--- src/design/ndpr_pkg.sv ---
package ndpr_pkg;

   localparam int RING_DEPTH_DEF    = 8;
   localparam int PAYLOAD_BYTES_DEF = 8;
   localparam int WAITER_DEPTH_DEF  = 16;

   typedef logic [2:0] kind_type;
   typedef logic [1:0] status_type;

   localparam kind_type KIND_SIGNAL     = 3'd0;
   localparam kind_type KIND_SIGNAL_PAY = 3'd1;
   localparam kind_type KIND_WAIT       = 3'd2;
   localparam kind_type KIND_POLL       = 3'd3;
   localparam kind_type KIND_POP        = 3'd4;

   localparam status_type STATUS_DONE       = 2'd0;
   localparam status_type STATUS_QUEUED     = 2'd1;
   localparam status_type STATUS_QUEUE_FULL = 2'd2;
   localparam status_type STATUS_RING_EMPTY = 2'd3;

   typedef enum logic {
      ST_IDLE,
      ST_EXEC
   } state_type;

endpackage

--- src/design/ndpr_ram.sv ---
module ndpr_ram #(
   parameter int WIDTH = 64,
   parameter int DEPTH = 8,
   localparam int AW   = (DEPTH > 1) ? $clog2(DEPTH) : 1
) (
   input  logic             clock,
   input  logic             wr_en,
   input  logic [AW-1:0]    wr_addr,
   input  logic [WIDTH-1:0] wr_data,
   input  logic [AW-1:0]    rd_addr,
   output logic [WIDTH-1:0] rd_data
);

   logic [WIDTH-1:0] mem_ff [DEPTH];
   logic [WIDTH-1:0] rd_data_ff;

   always_ff @(posedge clock) begin
      if (wr_en) begin
         mem_ff[wr_addr] <= wr_data;
      end
      rd_data_ff <= mem_ff[rd_addr];
   end

   assign rd_data = rd_data_ff;

endmodule

--- src/design/notification_doorbell_payload_ring.sv ---
// Channel  | Handshake            | Carries
// ---------+----------------------+-----------------------------------------------
// req      | req_valid/req_ready  | kind, signal_bits, task_id, payload_data/len
// rsp      | rsp_valid/rsp_ready  | status, woke_waiter, woken_task, bits_out,
//          |                      | payload_out, payload_count_out
//
// Each transfer is accepted in ST_IDLE, whose accept cycle reads the heads of the
// waiter RAM and the payload ring RAM; ST_EXEC uses the registered read data,
// writes back and loads the result register. One item is in flight at a time.
// Synchronous active-high reset empties both queues and clears pending bits;
// the RAMs need no clearing. The result register holds until taken; a new item
// may be accepted while it waits, but completes only once the register is free.
module notification_doorbell_payload_ring #(
   parameter int RING_DEPTH    = ndpr_pkg::RING_DEPTH_DEF,
   parameter int PAYLOAD_BYTES = ndpr_pkg::PAYLOAD_BYTES_DEF,
   parameter int WAITER_DEPTH  = ndpr_pkg::WAITER_DEPTH_DEF
) (
   input  logic                 clock,
   input  logic                 reset,
   input  logic                 req_valid,
   output logic                 req_ready,
   input  ndpr_pkg::kind_type   req_kind,
   input  logic [63:0]          req_signal_bits,
   input  logic [15:0]          req_task_id,
   input  logic [63:0]          req_payload_data,
   input  logic [7:0]           req_payload_len,
   output logic                 rsp_valid,
   input  logic                 rsp_ready,
   output ndpr_pkg::status_type rsp_status,
   output logic                 rsp_woke_waiter,
   output logic [15:0]          rsp_woken_task,
   output logic [63:0]          rsp_bits_out,
   output logic [63:0]          rsp_payload_out,
   output logic [3:0]           rsp_payload_count_out
);
   import ndpr_pkg::*;

   localparam int RAW = (RING_DEPTH > 1) ? $clog2(RING_DEPTH) : 1;
   localparam int RCW = $clog2(RING_DEPTH + 1);
   localparam int WAW = (WAITER_DEPTH > 1) ? $clog2(WAITER_DEPTH) : 1;
   localparam int WCW = $clog2(WAITER_DEPTH + 1);

   state_type state_ff, state_in;

   logic [63:0]    pending_ff, pending_in;
   logic [WAW-1:0] whead_ff, whead_in, wtail_ff, wtail_in;
   logic [WCW-1:0] wcount_ff, wcount_in;
   logic [RAW-1:0] rhead_ff, rhead_in, rtail_ff, rtail_in;
   logic [RCW-1:0] rcount_ff, rcount_in;

   kind_type    kind_ff;
   logic [63:0] sbits_ff;
   logic [15:0] tid_ff;
   logic [63:0] data_ff;
   logic [7:0]  len_ff;

   logic        rsp_valid_ff, rsp_valid_in;
   status_type  status_ff, status_in;
   logic        woke_ff, woke_in;
   logic [15:0] wtask_ff, wtask_in;
   logic [63:0] bits_ff, bits_in;
   logic [63:0] pdata_ff, pdata_in;
   logic [3:0]  pcount_ff, pcount_in;

   logic          accept, finish;
   logic          w_wr_en, r_wr_en;
   logic [15:0]   w_rd_data;
   logic [127:0]  r_rd_data;
   logic [63:0]   masked_data;
   logic [63:0]   merged;
   logic [RCW+3:0] rcount_ext;

   ndpr_ram #(.WIDTH(16), .DEPTH(WAITER_DEPTH)) u_waiter_ram (
      .clock   (clock),
      .wr_en   (w_wr_en),
      .wr_addr (wtail_ff),
      .wr_data (tid_ff),
      .rd_addr (whead_ff),
      .rd_data (w_rd_data)
   );

   ndpr_ram #(.WIDTH(128), .DEPTH(RING_DEPTH)) u_ring_ram (
      .clock   (clock),
      .wr_en   (r_wr_en),
      .wr_addr (rtail_ff),
      .wr_data ({sbits_ff, masked_data}),
      .rd_addr (rhead_ff),
      .rd_data (r_rd_data)
   );

   // next state
   always_comb begin
      state_in = state_ff;
      unique case (state_ff)
         ST_IDLE: begin
            if (req_valid) begin
               state_in = ST_EXEC;
            end
         end
         ST_EXEC: begin
            if (!rsp_valid_ff || rsp_ready) begin
               state_in = ST_IDLE;
            end
         end
         default: state_in = ST_IDLE;
      endcase
   end

   // outputs of the sequencer
   always_comb begin
      req_ready = 1'b0;
      finish    = 1'b0;
      unique case (state_ff)
         ST_IDLE: req_ready = 1'b1;
         ST_EXEC: finish    = !rsp_valid_ff || rsp_ready;
         default: req_ready = 1'b0;
      endcase
   end

   assign accept = req_valid && req_ready;

   always_comb begin
      for (int i = 0; i < 8; i++) begin
         masked_data[i*8 +: 8] = ((32'(len_ff) > i) && (i < PAYLOAD_BYTES)) ?
                                 data_ff[i*8 +: 8] : 8'd0;
      end
   end

   assign merged = pending_ff | sbits_ff;

   always_comb begin
      pending_in = pending_ff;
      whead_in   = whead_ff;
      wtail_in   = wtail_ff;
      wcount_in  = wcount_ff;
      rhead_in   = rhead_ff;
      rtail_in   = rtail_ff;
      rcount_in  = rcount_ff;
      w_wr_en    = 1'b0;
      r_wr_en    = 1'b0;
      status_in  = STATUS_DONE;
      woke_in    = 1'b0;
      wtask_in   = 16'd0;
      bits_in    = 64'd0;
      pdata_in   = 64'd0;

      if (finish) begin
         unique case (kind_ff)
            KIND_SIGNAL, KIND_SIGNAL_PAY: begin
               pending_in = merged;
               if (kind_ff == KIND_SIGNAL_PAY) begin
                  r_wr_en  = 1'b1;
                  rtail_in = (rtail_ff == RAW'(RING_DEPTH - 1)) ? '0 : rtail_ff + 1'b1;
                  if (rcount_ff == RCW'(RING_DEPTH)) begin
                     rhead_in = (rhead_ff == RAW'(RING_DEPTH - 1)) ? '0 : rhead_ff + 1'b1;
                  end else begin
                     rcount_in = rcount_ff + 1'b1;
                  end
               end
               if (wcount_ff != '0) begin
                  woke_in    = 1'b1;
                  wtask_in   = w_rd_data;
                  bits_in    = merged;
                  pending_in = 64'd0;
                  whead_in   = (whead_ff == WAW'(WAITER_DEPTH - 1)) ? '0 : whead_ff + 1'b1;
                  wcount_in  = wcount_ff - 1'b1;
               end
            end
            KIND_WAIT: begin
               if (pending_ff != 64'd0) begin
                  bits_in    = pending_ff;
                  pending_in = 64'd0;
               end else if (wcount_ff < WCW'(WAITER_DEPTH)) begin
                  w_wr_en   = 1'b1;
                  wtail_in  = (wtail_ff == WAW'(WAITER_DEPTH - 1)) ? '0 : wtail_ff + 1'b1;
                  wcount_in = wcount_ff + 1'b1;
                  status_in = STATUS_QUEUED;
               end else begin
                  status_in = STATUS_QUEUE_FULL;
               end
            end
            KIND_POLL: begin
               bits_in    = pending_ff;
               pending_in = 64'd0;
            end
            KIND_POP: begin
               if (rcount_ff == '0) begin
                  status_in = STATUS_RING_EMPTY;
               end else begin
                  bits_in   = r_rd_data[127:64];
                  pdata_in  = r_rd_data[63:0];
                  rhead_in  = (rhead_ff == RAW'(RING_DEPTH - 1)) ? '0 : rhead_ff + 1'b1;
                  rcount_in = rcount_ff - 1'b1;
               end
            end
            default: status_in = STATUS_DONE;
         endcase
      end
   end

   assign rcount_ext = {4'd0, rcount_in};
   assign pcount_in  = rcount_ext[3:0];

   assign rsp_valid_in = finish ? 1'b1 : (rsp_ready ? 1'b0 : rsp_valid_ff);

   always_ff @(posedge clock) begin
      if (reset) begin
         state_ff     <= ST_IDLE;
         pending_ff   <= 64'd0;
         whead_ff     <= '0;
         wtail_ff     <= '0;
         wcount_ff    <= '0;
         rhead_ff     <= '0;
         rtail_ff     <= '0;
         rcount_ff    <= '0;
         rsp_valid_ff <= 1'b0;
      end else begin
         state_ff     <= state_in;
         pending_ff   <= pending_in;
         whead_ff     <= whead_in;
         wtail_ff     <= wtail_in;
         wcount_ff    <= wcount_in;
         rhead_ff     <= rhead_in;
         rtail_ff     <= rtail_in;
         rcount_ff    <= rcount_in;
         rsp_valid_ff <= rsp_valid_in;
      end
   end

   always_ff @(posedge clock) begin
      if (accept) begin
         kind_ff  <= req_kind;
         sbits_ff <= req_signal_bits;
         tid_ff   <= req_task_id;
         data_ff  <= req_payload_data;
         len_ff   <= req_payload_len;
      end
      if (finish) begin
         status_ff <= status_in;
         woke_ff   <= woke_in;
         wtask_ff  <= wtask_in;
         bits_ff   <= bits_in;
         pdata_ff  <= pdata_in;
         pcount_ff <= pcount_in;
      end
   end

   assign rsp_valid             = rsp_valid_ff;
   assign rsp_status            = status_ff;
   assign rsp_woke_waiter       = woke_ff;
   assign rsp_woken_task        = wtask_ff;
   assign rsp_bits_out          = bits_ff;
   assign rsp_payload_out       = pdata_ff;
   assign rsp_payload_count_out = pcount_ff;

`ifndef SYNTHESIS
   a_wcount_bound: assert property (@(posedge clock) disable iff (reset)
      wcount_ff <= WCW'(WAITER_DEPTH))
      else $error("waiter count above depth");

   a_rcount_bound: assert property (@(posedge clock) disable iff (reset)
      rcount_ff <= RCW'(RING_DEPTH))
      else $error("ring count above depth");

   a_woke_done: assert property (@(posedge clock) disable iff (reset)
      (rsp_valid_ff && woke_ff) |-> (status_ff == STATUS_DONE))
      else $error("wake reported with wrong status");

   a_one_at_a_time: assert property (@(posedge clock) disable iff (reset)
      accept |=> (!req_ready && !w_wr_en && !r_wr_en) || finish)
      else $error("accept overlaps item in flight");
`endif

endmodule
--- config.mk ---
export PLATFORM = sky130hd
export DESIGN_NAME = notification_doorbell_payload_ring
export DESIGN_NICKNAME = d
export VERILOG_FILES = /design/src/design/ndpr_pkg.sv /design/src/design/ndpr_ram.sv /design/src/design/notification_doorbell_payload_ring.sv
export SDC_FILE = /design/constraint.sdc
export NUM_CORES = 2
export LEC_CHECK = 0
export BUFFER_PORTS_ARGS = -buffer_cell sky130_fd_sc_hd__buf_2
export CAP_MARGIN = 20
export CELL_PAD_IN_SITES_DETAIL_PLACEMENT = 0
export CELL_PAD_IN_SITES_GLOBAL_PLACEMENT = 1
export CORE_MARGIN = 5
export CORE_UTILIZATION = 30
export DETAILED_ROUTE_END_ITERATION = 7
export PLACE_DENSITY_LB_ADDON = 0.1
export SYNTH_ARGS = -nofsm -noshare
export SYNTH_HDL_FRONTEND = slang
export SYNTH_SLANG_ARGS = --single-unit
--- constraint.sdc ---
create_clock -name clock -period 37.9 [get_ports clock]
set_input_delay 5.685 -clock clock [delete_from_list [all_inputs] [get_ports clock]]
set_output_delay 5.685 -clock clock [all_outputs]
set_load 0.01 [all_outputs]
==> run_results.csv <==
group,metric,value,unit
sta,fin_worst_skew,0.0366,ns
setup_path,critPathSlowestCell,"buf_4",
sta,report.final.slew_viol_count,0,
floorplan,io_pins,312,
setup_path,r2r_start,"state_ff",
sta,slew_headroom,17.0,%
finish,fill_cells,20500,
synthesis,ys_seq_area_share,78.6,%
drt,via_per_inst,4.67,
synthesis,yosysWarnings,0,
global_route,grt_pass1_vias,34200,
setup_path,reg2reg_setup_slack,32.50,ns
floorplan,die_area,231000,um^2
finish,drive_above_1_share,31.0,%
synthesis,syn_nets,3458,
job,max-cap-violations,0,
placed_design,place_ws,27.43,ns
global_route,grtUsageTotal,14.9,%
setup_path,cp_num_buf_inv,5,
setup_path,arrival,10.07,ns
drt,drt_first_pass_iters,7,
sta,fin_crit_sh,25.4,%
cts,ctsHoldBuffers,0,
synthesis,synth_cell_type_count,57,
finish,nets,3884,
sta,fin_setup_tns,0,ns
hold_path,min-delay-start,"u_ring_ram.rd_data[3]",
hold_path,holdPathStages,1,
sta,setup_ws,28.27,ns
cts,clk_path_buf_depth,3,
setup_path,worstPathRequired,38.34,ns
hold_path,worstHoldEndpoint,"rsp_payload_out[3]",
cts,ctsHtreeMaxLevel,4,
cts,clk_pin_slew,0.06,ns
drt,drt.antenna.violating_nets,0,
synthesis,synthFlopType,"edfxtp_1",
cts,cts_resized,0,
cts,numClockSinks,1819,
drt,num_vias,32000,
finish,design_area,78900,um^2
pwr,vdd_ir_drop_max,0.0381,mV
cts,cts_tree,"built",
setup_path,crit_path_end_kind,"register",
setup_path,cp.depth,10,
floorplan,start_util,30.2,%
finish,final_common_cell,"edfxtp_1",
synthesis,synth_seq_cells,1819,
sta,min_period,9.63,ns
placed_design,finalWeightedCongestion,0.687,
global_route,grt_pass1_wl,250000,um
setup_path,reg2reg_to,"u_ring_ram.mem_ff[7][38]",
synthesis,ys_async_sr_fraction,0,%
global_route,overflow,0,
setup_path,critPathTopFamily,"buffers and inverters",
global_route,antenna_found_initial,13,
drt,wire_per_inst,25.4,um
finish,layout_common_cells,"1586 x edfxtp_1, 336 x mux4_2, 311 x buf_2",
placed_design,dpl.hpwl,98800,um
setup_path,crit_path_frequent_cell,"buf_4",
cts,clk_latency,0.82,ns
pwr,p_leak,25.2,nW
floorplan,die_x,481,um
setup_path,critPathLaunchType,"input pin",
cts,root_buffer,"clkbuf_16",
run_status,outcome,"completed",
synthesis,netlist_area,66500,um^2
floorplan,die_height,481,um
setup_path,path_cells,"buf_2 -> nor2b_1 -> nor3_2 -> buf_4 -> and3_1 -> nand2_1 -> nor2_4 -> buf_4 -> buf_4 -> buf_4",
placed_design,port_buffers,311,
floorplan,coreArea,220000,um^2
placed_design,postPlaceCellArea,71900,um^2
floorplan,rows,172,
hold_path,hp-class,"reg -> reg",
sta,fmax,0.104,GHz
setup_path,critPathMaxFanout,65,
synthesis,syn_area_per_cell,20.3,um^2
setup_path,worstRegToRegCells,9,
setup_path,max_stage_delay,0.82,ns
global_route,grt_max_degree,129,
sta,tightest_slew,1.23,ns
cts,cts_buffers,203,
sta,hold_viol,0,
drt,drt_iter0_drc,2088,
sta,setup_viol,0,
pwr,pwr_density_cell,55.8,nW/um^2
finish,syn_to_final_growth,18.7,%
sta,grt_setup_unrepaired,"false",
cts,postCtsSetupBuffers,0,
setup_path,path_class,"in -> reg",
synthesis,synthCells,3282,
drt,totalWireLength,174000,um
drt,drc,0,
synthesis,synth_edf_count,1586,
pwr,power.total,0.00441,W
[per-stage QoR]
stage / hold WS (ns) / instances / util [%]
after floorplan: 0.478 / 3282 / -
after global placement: 0.491 / 6461 / 32.7
after detailed placement: 0.490 / 6461 / 32.7
after CTS: 0.506 / 6849 / 35.8
after global routing: 0.509 / 6850 / 35.8
final: 0.498 / 6856 / 35.9
[metal layers]
metal  track usage, %  share of wire (%)  up-vias
met2             23.7                 47      748
met5                0                  0        -
li1                 -                  -    14100
met4             3.83                2.1        0
met3             2.81                4.8      219
met1             21.0                 46    17000
[flip-flops by register name (all words and copies together) (netlist names), 2 cells and up]
register	cells
wtail_ff	4
u_waiter_ram.mem_ff	256
tid_ff	16
wcount_ff	5
pending_ff	64
u_waiter_ram.rd_data	16
kind_ff	3
u_ring_ram.rd_data	128
data_ff	64
rsp_bits_out	64
rsp_payload_out	64
rsp_payload_count_out	4
sbits_ff	64
rhead_ff	3
rcount_ff	4
rsp_status	2
rsp_woken_task	16
rtail_ff	3
u_ring_ram.mem_ff	1024
whead_ff	4
len_ff	8
[Yosys cell counts, types with 3 or more instances]
master / number / area (um^2)
nand4_1: 10 / 62.6
mux2i_1: 6 / 60.1
o21ai_0: 71 / 355
nor4_1: 25 / 156
mux2_2: 129 / 1450
nand2b_1: 5 / 31.3
nor3b_1: 3 / 22.5
clkbuf_1: 112 / 420
and2_1: 107 / 669
edfxtp_1: 1586 / 47600
and3_1: 3 / 18.8
nor2_1: 17 / 63.8
mux4_2: 336 / 7570
dfxtp_1: 233 / 4660
nor2b_1: 48 / 300
or3_1: 4 / 25.0
inv_1: 18 / 67.6
nor4_2: 4 / 50.1
a21oi_1: 146 / 731
nand3_1: 141 / 706
xor2_1: 3 / 26.3
buf_1: 18 / 67.6
nor3_1: 17 / 85.1
ha_1: 16 / 200
buf_2: 33 / 165
nand2_1: 147 / 552
or4_1: 6 / 45.0
[cell type report]
cell class	instances	area [um^2]	area share, %
Multi-Input combinational cell	1280	13700	17.3
Antenna cell	7	17.5	0.0222
Sequential cell	1819	52300	66.3
Timing Repair Buffer	385	2150	2.72
Inverter	19	78.8	0.0999
Clock inverter	106	1340	1.70
Tap cell	2958	3700	4.69
Clock buffer	282	5650	7.16
[cells by family after synthesis]
family,count (synthesis),synth area share (%)
adder cells (fa/ha/maj),17,0.331
buffers and inverters,183,1.10
XOR/XNOR,5,0.0659
flip-flops,1819,78.6
AO/OA/AOI/OAI,242,1.94
AND/OR/NAND/NOR,545,4.29
multiplexers,471,13.7
[worst max path at each step]
stage | start | end | slack (ns)
6_report | rsp_ready | u_ring_ram.mem_ff[7][38] | 28.27
2_1_floorplan | rsp_ready | u_ring_ram.mem_ff[2][0] | 17.70
3_5_place_dp | rsp_ready | u_ring_ram.mem_ff[7][46] | 27.43
4_1_cts | rsp_ready | u_ring_ram.mem_ff[7][46] | 28.34
3_3_place_gp | rsp_ready | u_ring_ram.mem_ff[7][46] | 27.44
5_1_grt | rsp_ready | u_ring_ram.mem_ff[7][46] | 28.13
[report_power, final]
part / switching, W / internal, W / total (W) / leakage (nW)
clock network: 0.000820 / 0.00121 / 0.00203 / 3.41
logic: 0.0000785 / 0.0000402 / 0.000119 / 5.40
registers: 0.0000386 / 0.00222 / 0.00226 / 16.4
total: 0.000937 / 0.00347 / 0.00441 / 25.2
(Power assumes the default switching activity.)
